## src/sv/line_follower_right_hand_steering_assert.svh

```systemverilog
// ----------------------------------------------------------------------------
// Assertion macros for the line follower steering block
// Shared concurrent assertion forms, clocked on clk, disabled in reset.
// ----------------------------------------------------------------------------
`ifndef LINE_FOLLOWER_RIGHT_HAND_STEERING_ASSERT_SVH
`define LINE_FOLLOWER_RIGHT_HAND_STEERING_ASSERT_SVH

// same-cycle implication
`define LFRHS_ASSERT_NOW(label, ante, cons, msg) \
    label: assert property (@(posedge clk) disable iff (!rst_n) (ante) |-> (cons)) \
        else $error(msg);

// next-cycle implication
`define LFRHS_ASSERT_NEXT(label, ante, cons, msg) \
    label: assert property (@(posedge clk) disable iff (!rst_n) (ante) |=> (cons)) \
        else $error(msg);

`endif

```

## src/sv/lfrhs_pkg.sv

```systemverilog
// ----------------------------------------------------------------------------
// lfrhs_pkg
// Types, codes and constants of the right-hand-rule steering block.
// ----------------------------------------------------------------------------
`default_nettype none

package lfrhs_pkg;

    localparam int SENSOR_COUNT = 8;
    localparam int SAMPLE_W     = 10;
    localparam int TIME_W       = 32;
    localparam int RANGE_W      = 9;
    localparam int CMD_W        = 3;
    localparam int APB_ADDR_W   = 5;
    localparam int APB_DATA_W   = 32;
    localparam int REG_IDX_W    = 3;
    localparam int DARK_CNT_W   = 4;

    localparam logic [RANGE_W-1:0] RANGE_CAP = 9'd300;

    typedef enum logic [CMD_W-1:0] {
        CMD_HOLD     = 3'd0,
        CMD_FORWARD  = 3'd1,
        CMD_RIGHT    = 3'd2,
        CMD_LEFT     = 3'd3,
        CMD_UTURN    = 3'd4,
        CMD_OBSTACLE = 3'd5,
        CMD_FINISH   = 3'd6
    } cmd_t;

    typedef enum logic [1:0] {
        HEAD_STRAIGHT = 2'd0,
        HEAD_RIGHT    = 2'd1,
        HEAD_LEFT     = 2'd2
    } head_t;

    typedef enum logic [REG_IDX_W-1:0] {
        REG_DARK_THRESHOLD  = 3'd0,
        REG_FINISH_MIN_DARK = 3'd1,
        REG_FINISH_HOLD_MS  = 3'd2,
        REG_OBSTACLE_LIMIT  = 3'd3,
        REG_CHECK_INTERVAL  = 3'd4,
        REG_TURN_COMMIT     = 3'd5,
        REG_RIGHT_CONFIRM   = 3'd6
    } reg_idx_t;

    localparam logic [9:0]  RST_DARK_THRESHOLD  = 10'd850;
    localparam logic [3:0]  RST_FINISH_MIN_DARK = 4'd6;
    localparam logic [15:0] RST_FINISH_HOLD_MS  = 16'd135;
    localparam logic [8:0]  RST_OBSTACLE_LIMIT  = 9'd13;
    localparam logic [15:0] RST_CHECK_INTERVAL  = 16'd100;
    localparam logic [7:0]  RST_TURN_COMMIT     = 8'd20;
    localparam logic [2:0]  RST_RIGHT_CONFIRM   = 3'd2;

    typedef struct packed {
        logic [9:0]  dark_threshold;
        logic [3:0]  finish_min_dark;
        logic [15:0] finish_hold_ms;
        logic [8:0]  obstacle_limit_cm;
        logic [15:0] check_interval_ms;
        logic [7:0]  turn_commit_steps;
        logic [2:0]  right_confirm_steps;
    } cfg_t;

    typedef struct packed {
        logic [SENSOR_COUNT-1:0][SAMPLE_W-1:0] sample;
        logic [TIME_W-1:0]                     now_ms;
        logic [RANGE_W-1:0]                    range_cm;
    } item_t;

    typedef struct packed {
        cmd_t command;
        logic finished;
    } result_t;

endpackage

`default_nettype wire

```

## src/sv/lfrhs_if.sv

```systemverilog
// ----------------------------------------------------------------------------
// lfrhs_in_if / lfrhs_out_if
// Valid/ready channels for sensor frames and steering commands.
// ----------------------------------------------------------------------------
`default_nettype none

interface lfrhs_in_if;
    logic       valid;
    logic       ready;
    logic [9:0] sample_0;
    logic [9:0] sample_1;
    logic [9:0] sample_2;
    logic [9:0] sample_3;
    logic [9:0] sample_4;
    logic [9:0] sample_5;
    logic [9:0] sample_6;
    logic [9:0] sample_7;
    logic [31:0] now_ms;
    logic [8:0]  range_cm;

    modport source (
        output valid, sample_0, sample_1, sample_2, sample_3,
               sample_4, sample_5, sample_6, sample_7, now_ms, range_cm,
        input  ready
    );
    modport sink (
        input  valid, sample_0, sample_1, sample_2, sample_3,
               sample_4, sample_5, sample_6, sample_7, now_ms, range_cm,
        output ready
    );
endinterface

interface lfrhs_out_if;
    logic       valid;
    logic       ready;
    logic [2:0] command;
    logic       finished;

    modport source (
        output valid, command, finished,
        input  ready
    );
    modport sink (
        input  valid, command, finished,
        output ready
    );
endinterface

`default_nettype wire

```

## src/sv/lfrhs_cfg.sv

```systemverilog
// ----------------------------------------------------------------------------
// lfrhs_cfg
// APB register bank holding the steering thresholds and step counts.
// ----------------------------------------------------------------------------
`default_nettype none

module lfrhs_cfg (
    input  wire logic                              clk,
    input  wire logic                              rst_n,
    input  wire logic                              psel,
    input  wire logic                              penable,
    input  wire logic                              pwrite,
    input  wire logic [lfrhs_pkg::APB_ADDR_W-1:0]  paddr,
    input  wire logic [lfrhs_pkg::APB_DATA_W-1:0]  pwdata,
    output logic      [lfrhs_pkg::APB_DATA_W-1:0]  prdata,
    output logic                                   pready,
    output lfrhs_pkg::cfg_t                        cfg
);
    import lfrhs_pkg::*;

    cfg_t     cfg_reg;
    cfg_t     cfg_next;
    reg_idx_t idx;
    logic     wr_en;

    assign pready = 1'b1;
    assign wr_en  = psel && penable && pwrite && pready;
    assign idx    = reg_idx_t'(paddr[APB_ADDR_W-1:2]);
    assign cfg    = cfg_reg;

    always_comb
    begin
        cfg_next = cfg_reg;
        if (wr_en)
        begin
            case (idx)
                REG_DARK_THRESHOLD:  cfg_next.dark_threshold      = pwdata[9:0];
                REG_FINISH_MIN_DARK: cfg_next.finish_min_dark     = pwdata[3:0];
                REG_FINISH_HOLD_MS:  cfg_next.finish_hold_ms      = pwdata[15:0];
                REG_OBSTACLE_LIMIT:  cfg_next.obstacle_limit_cm   = pwdata[8:0];
                REG_CHECK_INTERVAL:  cfg_next.check_interval_ms   = pwdata[15:0];
                REG_TURN_COMMIT:     cfg_next.turn_commit_steps   = pwdata[7:0];
                REG_RIGHT_CONFIRM:   cfg_next.right_confirm_steps = pwdata[2:0];
                default:             cfg_next = cfg_reg;
            endcase
        end
    end

    always_comb
    begin
        case (idx)
            REG_DARK_THRESHOLD:  prdata = {22'd0, cfg_reg.dark_threshold};
            REG_FINISH_MIN_DARK: prdata = {28'd0, cfg_reg.finish_min_dark};
            REG_FINISH_HOLD_MS:  prdata = {16'd0, cfg_reg.finish_hold_ms};
            REG_OBSTACLE_LIMIT:  prdata = {23'd0, cfg_reg.obstacle_limit_cm};
            REG_CHECK_INTERVAL:  prdata = {16'd0, cfg_reg.check_interval_ms};
            REG_TURN_COMMIT:     prdata = {24'd0, cfg_reg.turn_commit_steps};
            REG_RIGHT_CONFIRM:   prdata = {29'd0, cfg_reg.right_confirm_steps};
            default:             prdata = '0;
        endcase
    end

    always_ff @(posedge clk or negedge rst_n)
    begin
        if (!rst_n)
        begin
            cfg_reg.dark_threshold      <= RST_DARK_THRESHOLD;
            cfg_reg.finish_min_dark     <= RST_FINISH_MIN_DARK;
            cfg_reg.finish_hold_ms      <= RST_FINISH_HOLD_MS;
            cfg_reg.obstacle_limit_cm   <= RST_OBSTACLE_LIMIT;
            cfg_reg.check_interval_ms   <= RST_CHECK_INTERVAL;
            cfg_reg.turn_commit_steps   <= RST_TURN_COMMIT;
            cfg_reg.right_confirm_steps <= RST_RIGHT_CONFIRM;
        end
        else
        begin
            cfg_reg <= cfg_next;
        end
    end

endmodule

`default_nettype wire

```

## src/sv/lfrhs_core.sv

```systemverilog
// ----------------------------------------------------------------------------
// lfrhs_core
// Navigation state and the combinational steering decision for one frame.
// ----------------------------------------------------------------------------
`default_nettype none

module lfrhs_core (
    input  wire logic               clk,
    input  wire logic               rst_n,
    input  wire logic               step,
    input  lfrhs_pkg::item_t        item,
    input  lfrhs_pkg::cfg_t         cfg,
    output lfrhs_pkg::result_t      result
);
    import lfrhs_pkg::*;

    logic              done_reg,      done_next;
    logic              timing_reg,    timing_next;
    logic [TIME_W-1:0] sq_start_reg,  sq_start_next;
    logic [TIME_W-1:0] last_chk_reg,  last_chk_next;
    logic              turning_reg,   turning_next;
    head_t             heading_reg,   heading_next;
    logic [2:0]        right_seen_reg, right_seen_next;
    logic [7:0]        commit_reg,    commit_next;

    logic [SENSOR_COUNT-1:0] dark;
    logic [DARK_CNT_W-1:0]   dark_count;
    logic [TIME_W-1:0]       chk_elapsed;
    logic [TIME_W-1:0]       sq_elapsed;
    logic                    chk_due;
    logic                    obstacle;
    logic                    square;
    logic                    finish_hit;
    logic                    right_g;
    logic                    center_g;
    logic                    left_g;
    logic [7:0]              commit_inc;
    logic [2:0]              right_inc;
    cmd_t                    turn_cmd;

    always_comb
    begin
        dark_count = '0;
        for (int i = 0; i < SENSOR_COUNT; i++)
        begin
            dark[i]    = item.sample[i] > cfg.dark_threshold;
            dark_count = dark_count + DARK_CNT_W'(dark[i]);
        end
    end

    assign chk_elapsed = item.now_ms - last_chk_reg;
    assign sq_elapsed  = item.now_ms - sq_start_reg;
    assign chk_due     = chk_elapsed >= {16'd0, cfg.check_interval_ms};
    assign obstacle    = chk_due && (item.range_cm != '0)
                         && (item.range_cm < cfg.obstacle_limit_cm)
                         && (item.range_cm < RANGE_CAP);
    assign square      = dark_count >= cfg.finish_min_dark;
    assign finish_hit  = square && timing_reg && (sq_elapsed >= {16'd0, cfg.finish_hold_ms});

    assign right_g  = |dark[2:0];
    assign center_g = |dark[4:3];
    assign left_g   = |dark[7:5];

    assign commit_inc = (commit_reg == 8'hFF) ? commit_reg : commit_reg + 8'd1;
    assign right_inc  = (right_seen_reg == 3'h7) ? right_seen_reg : right_seen_reg + 3'd1;

    always_comb
    begin
        case (heading_reg)
            HEAD_RIGHT: turn_cmd = CMD_RIGHT;
            HEAD_LEFT:  turn_cmd = CMD_LEFT;
            default:    turn_cmd = CMD_HOLD;
        endcase
    end

    always_comb
    begin
        done_next       = done_reg;
        timing_next     = timing_reg;
        sq_start_next   = sq_start_reg;
        last_chk_next   = last_chk_reg;
        turning_next    = turning_reg;
        heading_next    = heading_reg;
        right_seen_next = right_seen_reg;
        commit_next     = commit_reg;
        result.command  = CMD_HOLD;
        result.finished = 1'b0;

        if (done_reg)
        begin
            result.finished = 1'b1;
        end
        else
        begin
            if (chk_due)
            begin
                last_chk_next = item.now_ms;
            end
            if (obstacle)
            begin
                turning_next    = 1'b0;
                heading_next    = HEAD_STRAIGHT;
                right_seen_next = '0;
                commit_next     = '0;
                result.command  = CMD_OBSTACLE;
            end
            else if (finish_hit)
            begin
                done_next       = 1'b1;
                result.command  = CMD_FINISH;
                result.finished = 1'b1;
            end
            else
            begin
                if (square)
                begin
                    if (!timing_reg)
                    begin
                        timing_next   = 1'b1;
                        sq_start_next = item.now_ms;
                    end
                end
                else
                begin
                    timing_next = 1'b0;
                end

                if (turning_reg)
                begin
                    commit_next    = commit_inc;
                    result.command = turn_cmd;
                    if ((commit_inc >= cfg.turn_commit_steps) && center_g && !right_g && !left_g)
                    begin
                        turning_next    = 1'b0;
                        heading_next    = HEAD_STRAIGHT;
                        right_seen_next = '0;
                        commit_next     = '0;
                        result.command  = CMD_FORWARD;
                    end
                end
                else
                begin
                    right_seen_next = right_g ? right_inc : 3'd0;
                    if (right_g && (right_inc >= cfg.right_confirm_steps))
                    begin
                        turning_next   = 1'b1;
                        heading_next   = HEAD_RIGHT;
                        result.command = CMD_RIGHT;
                    end
                    else if (center_g)
                    begin
                        heading_next   = HEAD_STRAIGHT;
                        result.command = CMD_FORWARD;
                    end
                    else if (left_g)
                    begin
                        turning_next   = 1'b1;
                        heading_next   = HEAD_LEFT;
                        result.command = CMD_LEFT;
                    end
                    else if (!right_g)
                    begin
                        result.command = CMD_UTURN;
                    end
                end
            end
        end
    end

    always_ff @(posedge clk or negedge rst_n)
    begin
        if (!rst_n)
        begin
            done_reg       <= 1'b0;
            timing_reg     <= 1'b0;
            sq_start_reg   <= '0;
            last_chk_reg   <= '0;
            turning_reg    <= 1'b0;
            heading_reg    <= HEAD_STRAIGHT;
            right_seen_reg <= '0;
            commit_reg     <= '0;
        end
        else if (step)
        begin
            done_reg       <= done_next;
            timing_reg     <= timing_next;
            sq_start_reg   <= sq_start_next;
            last_chk_reg   <= last_chk_next;
            turning_reg    <= turning_next;
            heading_reg    <= heading_next;
            right_seen_reg <= right_seen_next;
            commit_reg     <= commit_next;
        end
    end

endmodule

`default_nettype wire

```

## src/sv/line_follower_right_hand_steering.sv

```systemverilog
// ----------------------------------------------------------------------------
// line_follower_right_hand_steering
// Right-hand-rule steering for a line follower robot.
//
// in_ch carries one sensor frame per transaction: eight line samples, a
// millisecond timestamp and an ultrasonic range. out_ch returns one
// transaction per frame: a steering command and the latched finish flag.
// Thresholds and step counts sit in an APB register bank; write them only
// while no frame is in flight.
// A frame is captured into an input register, then decided by combinational
// logic into an output register that drives out valid.
// One frame per cycle is sustained while out_ch is ready; the decision
// logic is the only step. When out_ch stalls the result holds and one
// more frame waits in the input register; in_ch drops ready only when
// both are full. Reset clears the navigation state, the finish flag, both
// pipeline valids and loads the registers with their default values.
// ----------------------------------------------------------------------------
`default_nettype none

module line_follower_right_hand_steering (
    input  wire logic                              clk,
    input  wire logic                              rst_n,
    lfrhs_in_if.sink                               in_ch,
    lfrhs_out_if.source                            out_ch,
    input  wire logic                              psel,
    input  wire logic                              penable,
    input  wire logic                              pwrite,
    input  wire logic [lfrhs_pkg::APB_ADDR_W-1:0]  paddr,
    input  wire logic [lfrhs_pkg::APB_DATA_W-1:0]  pwdata,
    output logic      [lfrhs_pkg::APB_DATA_W-1:0]  prdata,
    output logic                                   pready
);
    import lfrhs_pkg::*;
    `include "line_follower_right_hand_steering_assert.svh"

    cfg_t    cfg;
    item_t   item_reg;
    result_t result;
    result_t res_reg;
    logic    in_valid_reg,  in_valid_next;
    logic    out_valid_reg, out_valid_next;
    logic    in_ready;
    logic    in_take;
    logic    advance;

    lfrhs_cfg u_cfg (
        .clk     (clk),
        .rst_n   (rst_n),
        .psel    (psel),
        .penable (penable),
        .pwrite  (pwrite),
        .paddr   (paddr),
        .pwdata  (pwdata),
        .prdata  (prdata),
        .pready  (pready),
        .cfg     (cfg)
    );

    lfrhs_core u_core (
        .clk    (clk),
        .rst_n  (rst_n),
        .step   (advance),
        .item   (item_reg),
        .cfg    (cfg),
        .result (result)
    );

    assign advance      = in_valid_reg && (!out_valid_reg || out_ch.ready);
    assign in_ready     = !in_valid_reg || advance;
    assign in_take      = in_ch.valid && in_ready;
    assign in_ch.ready  = in_ready;

    assign out_ch.valid    = out_valid_reg;
    assign out_ch.command  = res_reg.command;
    assign out_ch.finished = res_reg.finished;

    always_comb
    begin
        in_valid_next = in_valid_reg;
        if (in_take)
        begin
            in_valid_next = 1'b1;
        end
        else if (advance)
        begin
            in_valid_next = 1'b0;
        end

        out_valid_next = out_valid_reg;
        if (advance)
        begin
            out_valid_next = 1'b1;
        end
        else if (out_ch.ready)
        begin
            out_valid_next = 1'b0;
        end
    end

    always_ff @(posedge clk or negedge rst_n)
    begin
        if (!rst_n)
        begin
            in_valid_reg  <= 1'b0;
            out_valid_reg <= 1'b0;
        end
        else
        begin
            in_valid_reg  <= in_valid_next;
            out_valid_reg <= out_valid_next;
        end
    end

    always_ff @(posedge clk)
    begin
        if (in_take)
        begin
            item_reg.sample[0] <= in_ch.sample_0;
            item_reg.sample[1] <= in_ch.sample_1;
            item_reg.sample[2] <= in_ch.sample_2;
            item_reg.sample[3] <= in_ch.sample_3;
            item_reg.sample[4] <= in_ch.sample_4;
            item_reg.sample[5] <= in_ch.sample_5;
            item_reg.sample[6] <= in_ch.sample_6;
            item_reg.sample[7] <= in_ch.sample_7;
            item_reg.now_ms    <= in_ch.now_ms;
            item_reg.range_cm  <= in_ch.range_cm;
        end
        if (advance)
        begin
            res_reg <= result;
        end
    end

    `LFRHS_ASSERT_NOW(a_fin_cmd, out_valid_reg && res_reg.finished,
        (res_reg.command == CMD_HOLD) || (res_reg.command == CMD_FINISH),
        "finished result with a motion command")
    `LFRHS_ASSERT_NOW(a_finish_flag, out_valid_reg && (res_reg.command == CMD_FINISH),
        res_reg.finished, "finish command without finished flag")
    `LFRHS_ASSERT_NEXT(a_advance_out, advance, out_valid_reg, "decided frame not presented")
    `LFRHS_ASSERT_NOW(a_no_deadlock, !out_valid_reg, in_ready, "input stalled with empty output")

endmodule

`default_nettype wire

```

## src/flat_wrapper.sv

```systemverilog
// flat-port wrapper written by rule: the top's interface ports become plain ports
module line_follower_right_hand_steering_flat import lfrhs_pkg::*;
  (clk, rst_n, psel, penable, pwrite, paddr, pwdata, prdata, pready, in_ch_valid, in_ch_sample_0, in_ch_sample_1, in_ch_sample_2, in_ch_sample_3, in_ch_sample_4, in_ch_sample_5, in_ch_sample_6, in_ch_sample_7, in_ch_now_ms, in_ch_range_cm, in_ch_ready, out_ch_valid, out_ch_command, out_ch_finished, out_ch_ready);
  lfrhs_in_if in_ch_i ();
  lfrhs_out_if out_ch_i ();
  input  wire logic clk;
  input  wire logic rst_n;
  input  wire logic psel;
  input  wire logic penable;
  input  wire logic pwrite;
  input  wire logic [lfrhs_pkg::APB_ADDR_W-1:0] paddr;
  input  wire logic [lfrhs_pkg::APB_DATA_W-1:0] pwdata;
  output logic      [lfrhs_pkg::APB_DATA_W-1:0] prdata;
  output logic pready;
  input wire logic [$bits(in_ch_i.valid)-1:0] in_ch_valid;
  input wire logic [$bits(in_ch_i.sample_0)-1:0] in_ch_sample_0;
  input wire logic [$bits(in_ch_i.sample_1)-1:0] in_ch_sample_1;
  input wire logic [$bits(in_ch_i.sample_2)-1:0] in_ch_sample_2;
  input wire logic [$bits(in_ch_i.sample_3)-1:0] in_ch_sample_3;
  input wire logic [$bits(in_ch_i.sample_4)-1:0] in_ch_sample_4;
  input wire logic [$bits(in_ch_i.sample_5)-1:0] in_ch_sample_5;
  input wire logic [$bits(in_ch_i.sample_6)-1:0] in_ch_sample_6;
  input wire logic [$bits(in_ch_i.sample_7)-1:0] in_ch_sample_7;
  input wire logic [$bits(in_ch_i.now_ms)-1:0] in_ch_now_ms;
  input wire logic [$bits(in_ch_i.range_cm)-1:0] in_ch_range_cm;
  output wire logic [$bits(in_ch_i.ready)-1:0] in_ch_ready;
  output wire logic [$bits(out_ch_i.valid)-1:0] out_ch_valid;
  output wire logic [$bits(out_ch_i.command)-1:0] out_ch_command;
  output wire logic [$bits(out_ch_i.finished)-1:0] out_ch_finished;
  input wire logic [$bits(out_ch_i.ready)-1:0] out_ch_ready;
  assign in_ch_i.valid = in_ch_valid;
  assign in_ch_i.sample_0 = in_ch_sample_0;
  assign in_ch_i.sample_1 = in_ch_sample_1;
  assign in_ch_i.sample_2 = in_ch_sample_2;
  assign in_ch_i.sample_3 = in_ch_sample_3;
  assign in_ch_i.sample_4 = in_ch_sample_4;
  assign in_ch_i.sample_5 = in_ch_sample_5;
  assign in_ch_i.sample_6 = in_ch_sample_6;
  assign in_ch_i.sample_7 = in_ch_sample_7;
  assign in_ch_i.now_ms = in_ch_now_ms;
  assign in_ch_i.range_cm = in_ch_range_cm;
  assign in_ch_ready = in_ch_i.ready;
  assign out_ch_valid = out_ch_i.valid;
  assign out_ch_command = out_ch_i.command;
  assign out_ch_finished = out_ch_i.finished;
  assign out_ch_i.ready = out_ch_ready;
  line_follower_right_hand_steering u_core (.clk(clk), .rst_n(rst_n), .in_ch(in_ch_i), .out_ch(out_ch_i), .psel(psel), .penable(penable), .pwrite(pwrite), .paddr(paddr), .pwdata(pwdata), .prdata(prdata), .pready(pready));
endmodule
```

## config.mk

```make
export PLATFORM = sky130hd
export DESIGN_NAME = line_follower_right_hand_steering_flat
export DESIGN_NICKNAME = d
export VERILOG_FILES = /design/src/sv/lfrhs_pkg.sv /design/src/sv/lfrhs_if.sv /design/src/sv/lfrhs_cfg.sv /design/src/sv/lfrhs_core.sv /design/src/sv/line_follower_right_hand_steering.sv /design/src/flat_wrapper.sv
export VERILOG_INCLUDE_DIRS = /design/src /design/src/sv
export SDC_FILE = /design/constraint.sdc
export NUM_CORES = 1
export LEC_CHECK = 0
export BUFFER_PORTS_ARGS = -buffer_cell sky130_fd_sc_hd__buf_4
export CAP_MARGIN = 20
export CORE_ASPECT_RATIO = 0.75
export CORE_MARGIN = 8
export CORE_UTILIZATION = 50
export CTS_CLUSTER_SIZE = 14
export DETAILED_ROUTE_END_ITERATION = 10
export PLACE_DENSITY = 0.79
export SLEW_MARGIN = 20
export SYNTH_ARGS = -nofsm -noshare
export SYNTH_HDL_FRONTEND = slang
export SYNTH_SLANG_ARGS = --single-unit
```

## constraint.sdc

```tcl
create_clock -name clk -period 8.75 [get_ports clk]
set_input_delay 0.4375 -clock clk [delete_from_list [all_inputs] [get_ports clk]]
set_output_delay 0.4375 -clock clk [all_outputs]
set_load 0.1 [all_outputs]
```

==> results.json <==
{
  "place.gp.congestion": 0.958,
  "p_per_area_nw_per_um2": 321,
  "p_leak_uw": 0.00919,
  "die_h_um": 180,
  "die_w_um": 234,
  "p_comb_share_pct": 52.2,
  "seq_power_share_pct": 27.5,
  "start_util_pct": 50.2,
  "cts_max_level": 1,
  "antenna_found_initial": 0,
  "async_flop_share_pct": 54.2,
  "setup_tns_ps": 0,
  "vias": 14200,
  "groute.usage.overall_pct": 22.4,
  "irDropWorstVdd_uv": 188,
  "fillerInstances": 2974,
  "yosys_warnings": 0,
  "portBuffers": 168,
  "path_clk_slew_ps": 70,
  "crit_path_start_kind": "flop",
  "crit_buf_inv": 3,
  "swShare_pct": 42.1,
  "viasPerCell": 5.93,
  "yosys.cell_types.count": 82,
  "diodes": 0,
  "status": "complete, no violations",
  "antenna_left": 0,
  "grt_pass1_wl_um": 76200,
  "maxCapViolations": 0,
  "cp.required_ps": 9190,
  "post-cts-setup-buffers": 0,
  "relSlewSlack_pct": 39.2,
  "syn_inst": 1760,
  "cts_sinks": 273,
  "hold_path_startpoint": "in_ch_sample_2[0]",
  "cp_slowest_cell": "a211oi_2",
  "drive_above_1_share_pct": 18.5,
  "wl_um": 48000,
  "report.final.slew_viol_count": 0,
  "pin_count": 204,
  "holdPathEnd": "u_core.item_reg[61]",
  "syn_area_per_cell_sq_um": 10.1,
  "hold_depth": 1,
  "crit_cells": 30,
  "finalCriticalPeriod_ps": 7160,
  "crit_family": "adder cells",
  "synthToLayoutAreaGrowth_pct": 14.9,
  "die_area_sq_um": 42000,
  "core_sq_um": 35500,
  "drc_errors": 0,
  "ff2ff_setup_slack_ps": 1590,
  "fin_crit_sh_pct": 81.8,
  "hold_class": "in2reg",
  "synth_edf_count": 125,
  "critical_path.max_fanout": 14,
  "syn-cell-area_sq_um": 17800,
  "clock_latency_ps": 570,
  "finClkSkew_ps": 9.79,
  "nets": 2282,
  "rsz0062_at_grt": "false",
  "grtUsageMet3_pct": 4.15,
  "hold_violations": 0,
  "hpwl_um": 36900,
  "p_int_uw": 3810,
  "synth_seq_cells": 273,
  "yosysSeqAreaShare_pct": 41.9,
  "grt_pass1_vias": 13887,
  "cts_buffers": 30,
  "cts_tree": "done",
  "criticalPathCategory": "reg2reg",
  "grt-busiest-layer": "met1",
  "final_cell_mix": "ha_1, buf_4, inv_1",
  "critical_path.max_stage_delay_ps": 740,
  "ys.flop_type": "dfrtp_1",
  "cp-end-kind": "flop",
  "layout_commonest_cell": "ha_1",
  "r2r_end": "u_core.u_core.commit_reg[0]",
  "power.switching_uw": 2770,
  "reg2reg_from": "u_core.u_cfg.cfg[57]",
  "largest_register_ffs": 121,
  "cts_root_buf": "clkbuf_16",
  "pwr-share-clk_pct": 20.3,
  "clockBufferDepth": 3,
  "fmax_mhz": 140,
  "whs_ps": 43.9,
  "hold_buffers": 1,
  "grt-ovfl-total": 0,
  "wl_per_cell_um": 20.0,
  "drt_iter0_drc": 1193,
  "r2r_cells": 30,
  "crit_arrival_ps": 7600,
  "use_met1_pct": 34.2,
  "grt_max_degree": 79,
  "tightestPinTransition_ps": 912,
  "gr-usage-met2_pct": 32.6,
  "firstDrtPassIters": 5,
  "crit_top_cell": "o21a_1",
  "rows": 60,
  "utilization_pct": 57.7,
  "ctsResizeCount": 0,
  "setup_viol": 0
}
worst max path at each step:
stage	from	end	slack, ps
after global placement	u_core.u_cfg.cfg[57]	u_core.u_core.commit_reg[0]	1710
after detailed placement	u_core.u_cfg.cfg[57]	u_core.u_core.commit_reg[0]	1630
after floorplan	u_core.u_cfg.cfg[57]	u_core.u_core.commit_reg[6]	2590
after global routing	u_core.u_cfg.cfg[57]	u_core.u_core.commit_reg[0]	1100
final	u_core.u_cfg.cfg[57]	u_core.u_core.commit_reg[0]	1590
after CTS	u_core.u_cfg.cfg[57]	u_core.u_core.commit_reg[0]	1630
cell usage after synthesis, types with 5 or more instances:
cell | instances | area (sq um)
nor3b_1 | 5 | 37.5
o21bai_1 | 8 | 60.1
nor4_1 | 11 | 68.8
a22o_1 | 5 | 43.8
and3_1 | 14 | 87.6
and2_1 | 8 | 50.1
or3_1 | 7 | 43.8
dfrtp_1 | 128 | 3200
o31a_1 | 6 | 52.6
fa_1 | 6 | 120
nand4_1 | 38 | 238
o221ai_1 | 9 | 78.8
or2_2 | 6 | 37.5
a221oi_1 | 8 | 70.1
clkbuf_1 | 54 | 203
buf_4 | 17 | 128
a22oi_1 | 12 | 90.1
mux2_2 | 60 | 676
nor2_1 | 92 | 345
o21ai_1 | 6 | 30.0
mux2_4 | 28 | 420
a21o_1 | 43 | 323
a31oi_1 | 11 | 68.8
dfstp_2 | 20 | 526
nand3_1 | 34 | 170
nor2b_1 | 17 | 106
a211oi_1 | 11 | 82.6
xor2_1 | 19 | 166
ha_1 | 204 | 2550
xnor2_1 | 29 | 254
o22ai_1 | 5 | 31.3
a21oi_1 | 107 | 536
inv_1 | 164 | 616
nand2b_1 | 29 | 181
nand2_1 | 145 | 544
o21a_1 | 20 | 150
o211ai_1 | 10 | 75.1
a2111oi_0 | 5 | 43.8
nor3_1 | 27 | 135
mux2i_1 | 15 | 150
o21ai_0 | 117 | 586
edfxtp_1 | 125 | 3750
worst register-to-register path: cells and delay by family, from the launching register on:
kind | cells | cell delay (ps)
fa+ha+maj | 7 | 2690
simple gates | 8 | 1140
xor+xnor | 1 | 170
flops | 1 | 520
compound gates | 11 | 2200
buf+inv | 3 | 320
power groups by stage:
stage	Clock [uW]	Combinational (uW)	Sequential [uW]
finish	1330	3440	1810
global route	1410	3820	1830
CTS	1360	3380	1800
detailed placement	0	3340	1820
global placement	0	3210	1810
floorplan	0	2510	1790
through the flow:
stage / cell area [sq um] / total power [uW] / setup WS, ps / std cells
finish: 20500 / 6580 / 1590 / 2396
global route: 20500 / 7060 / 1100 / 2396
CTS: 20500 / 6540 / 1630 / 2396
detailed placement: 19400 / 5170 / 1630 / 2339
global placement: 19400 / 5020 / 1710 / 2339
floorplan: 17900 / 4300 / 2590 / 1775
routing by layer:
layer	share of wire (%)	up-vias	routed length (um)
li1	-	6680	-
met1	48	6965	22900
met2	42	499	20400
met3	8.0	56	3860
met4	1.8	0	867
met5	0	-	0
cell families after synthesis:
family          after synthesis  share of synthesized area [%]
xor+xnor                     48                           2.36
other cells                   2                         0.0421
flops                       273                           41.9
mux                         103                           6.99
buf+inv                     239                           5.52
compound gates              435                           15.8
fa+ha+maj                   210                           15.0
simple gates                450                           12.4
layout make-up:
cell class	instances	area, sq um	area share [%]
Tap cell	465	582	2.84
Clock buffer	40	870	4.24
Multi-Input combinational cell	1263	9440	46.1
Inverter	164	616	3.00
Sequential cell	273	7480	36.5
Clock inverter	16	183	0.891
Timing Repair Buffer	175	1320	6.46
(Power assumes the default switching activity.)
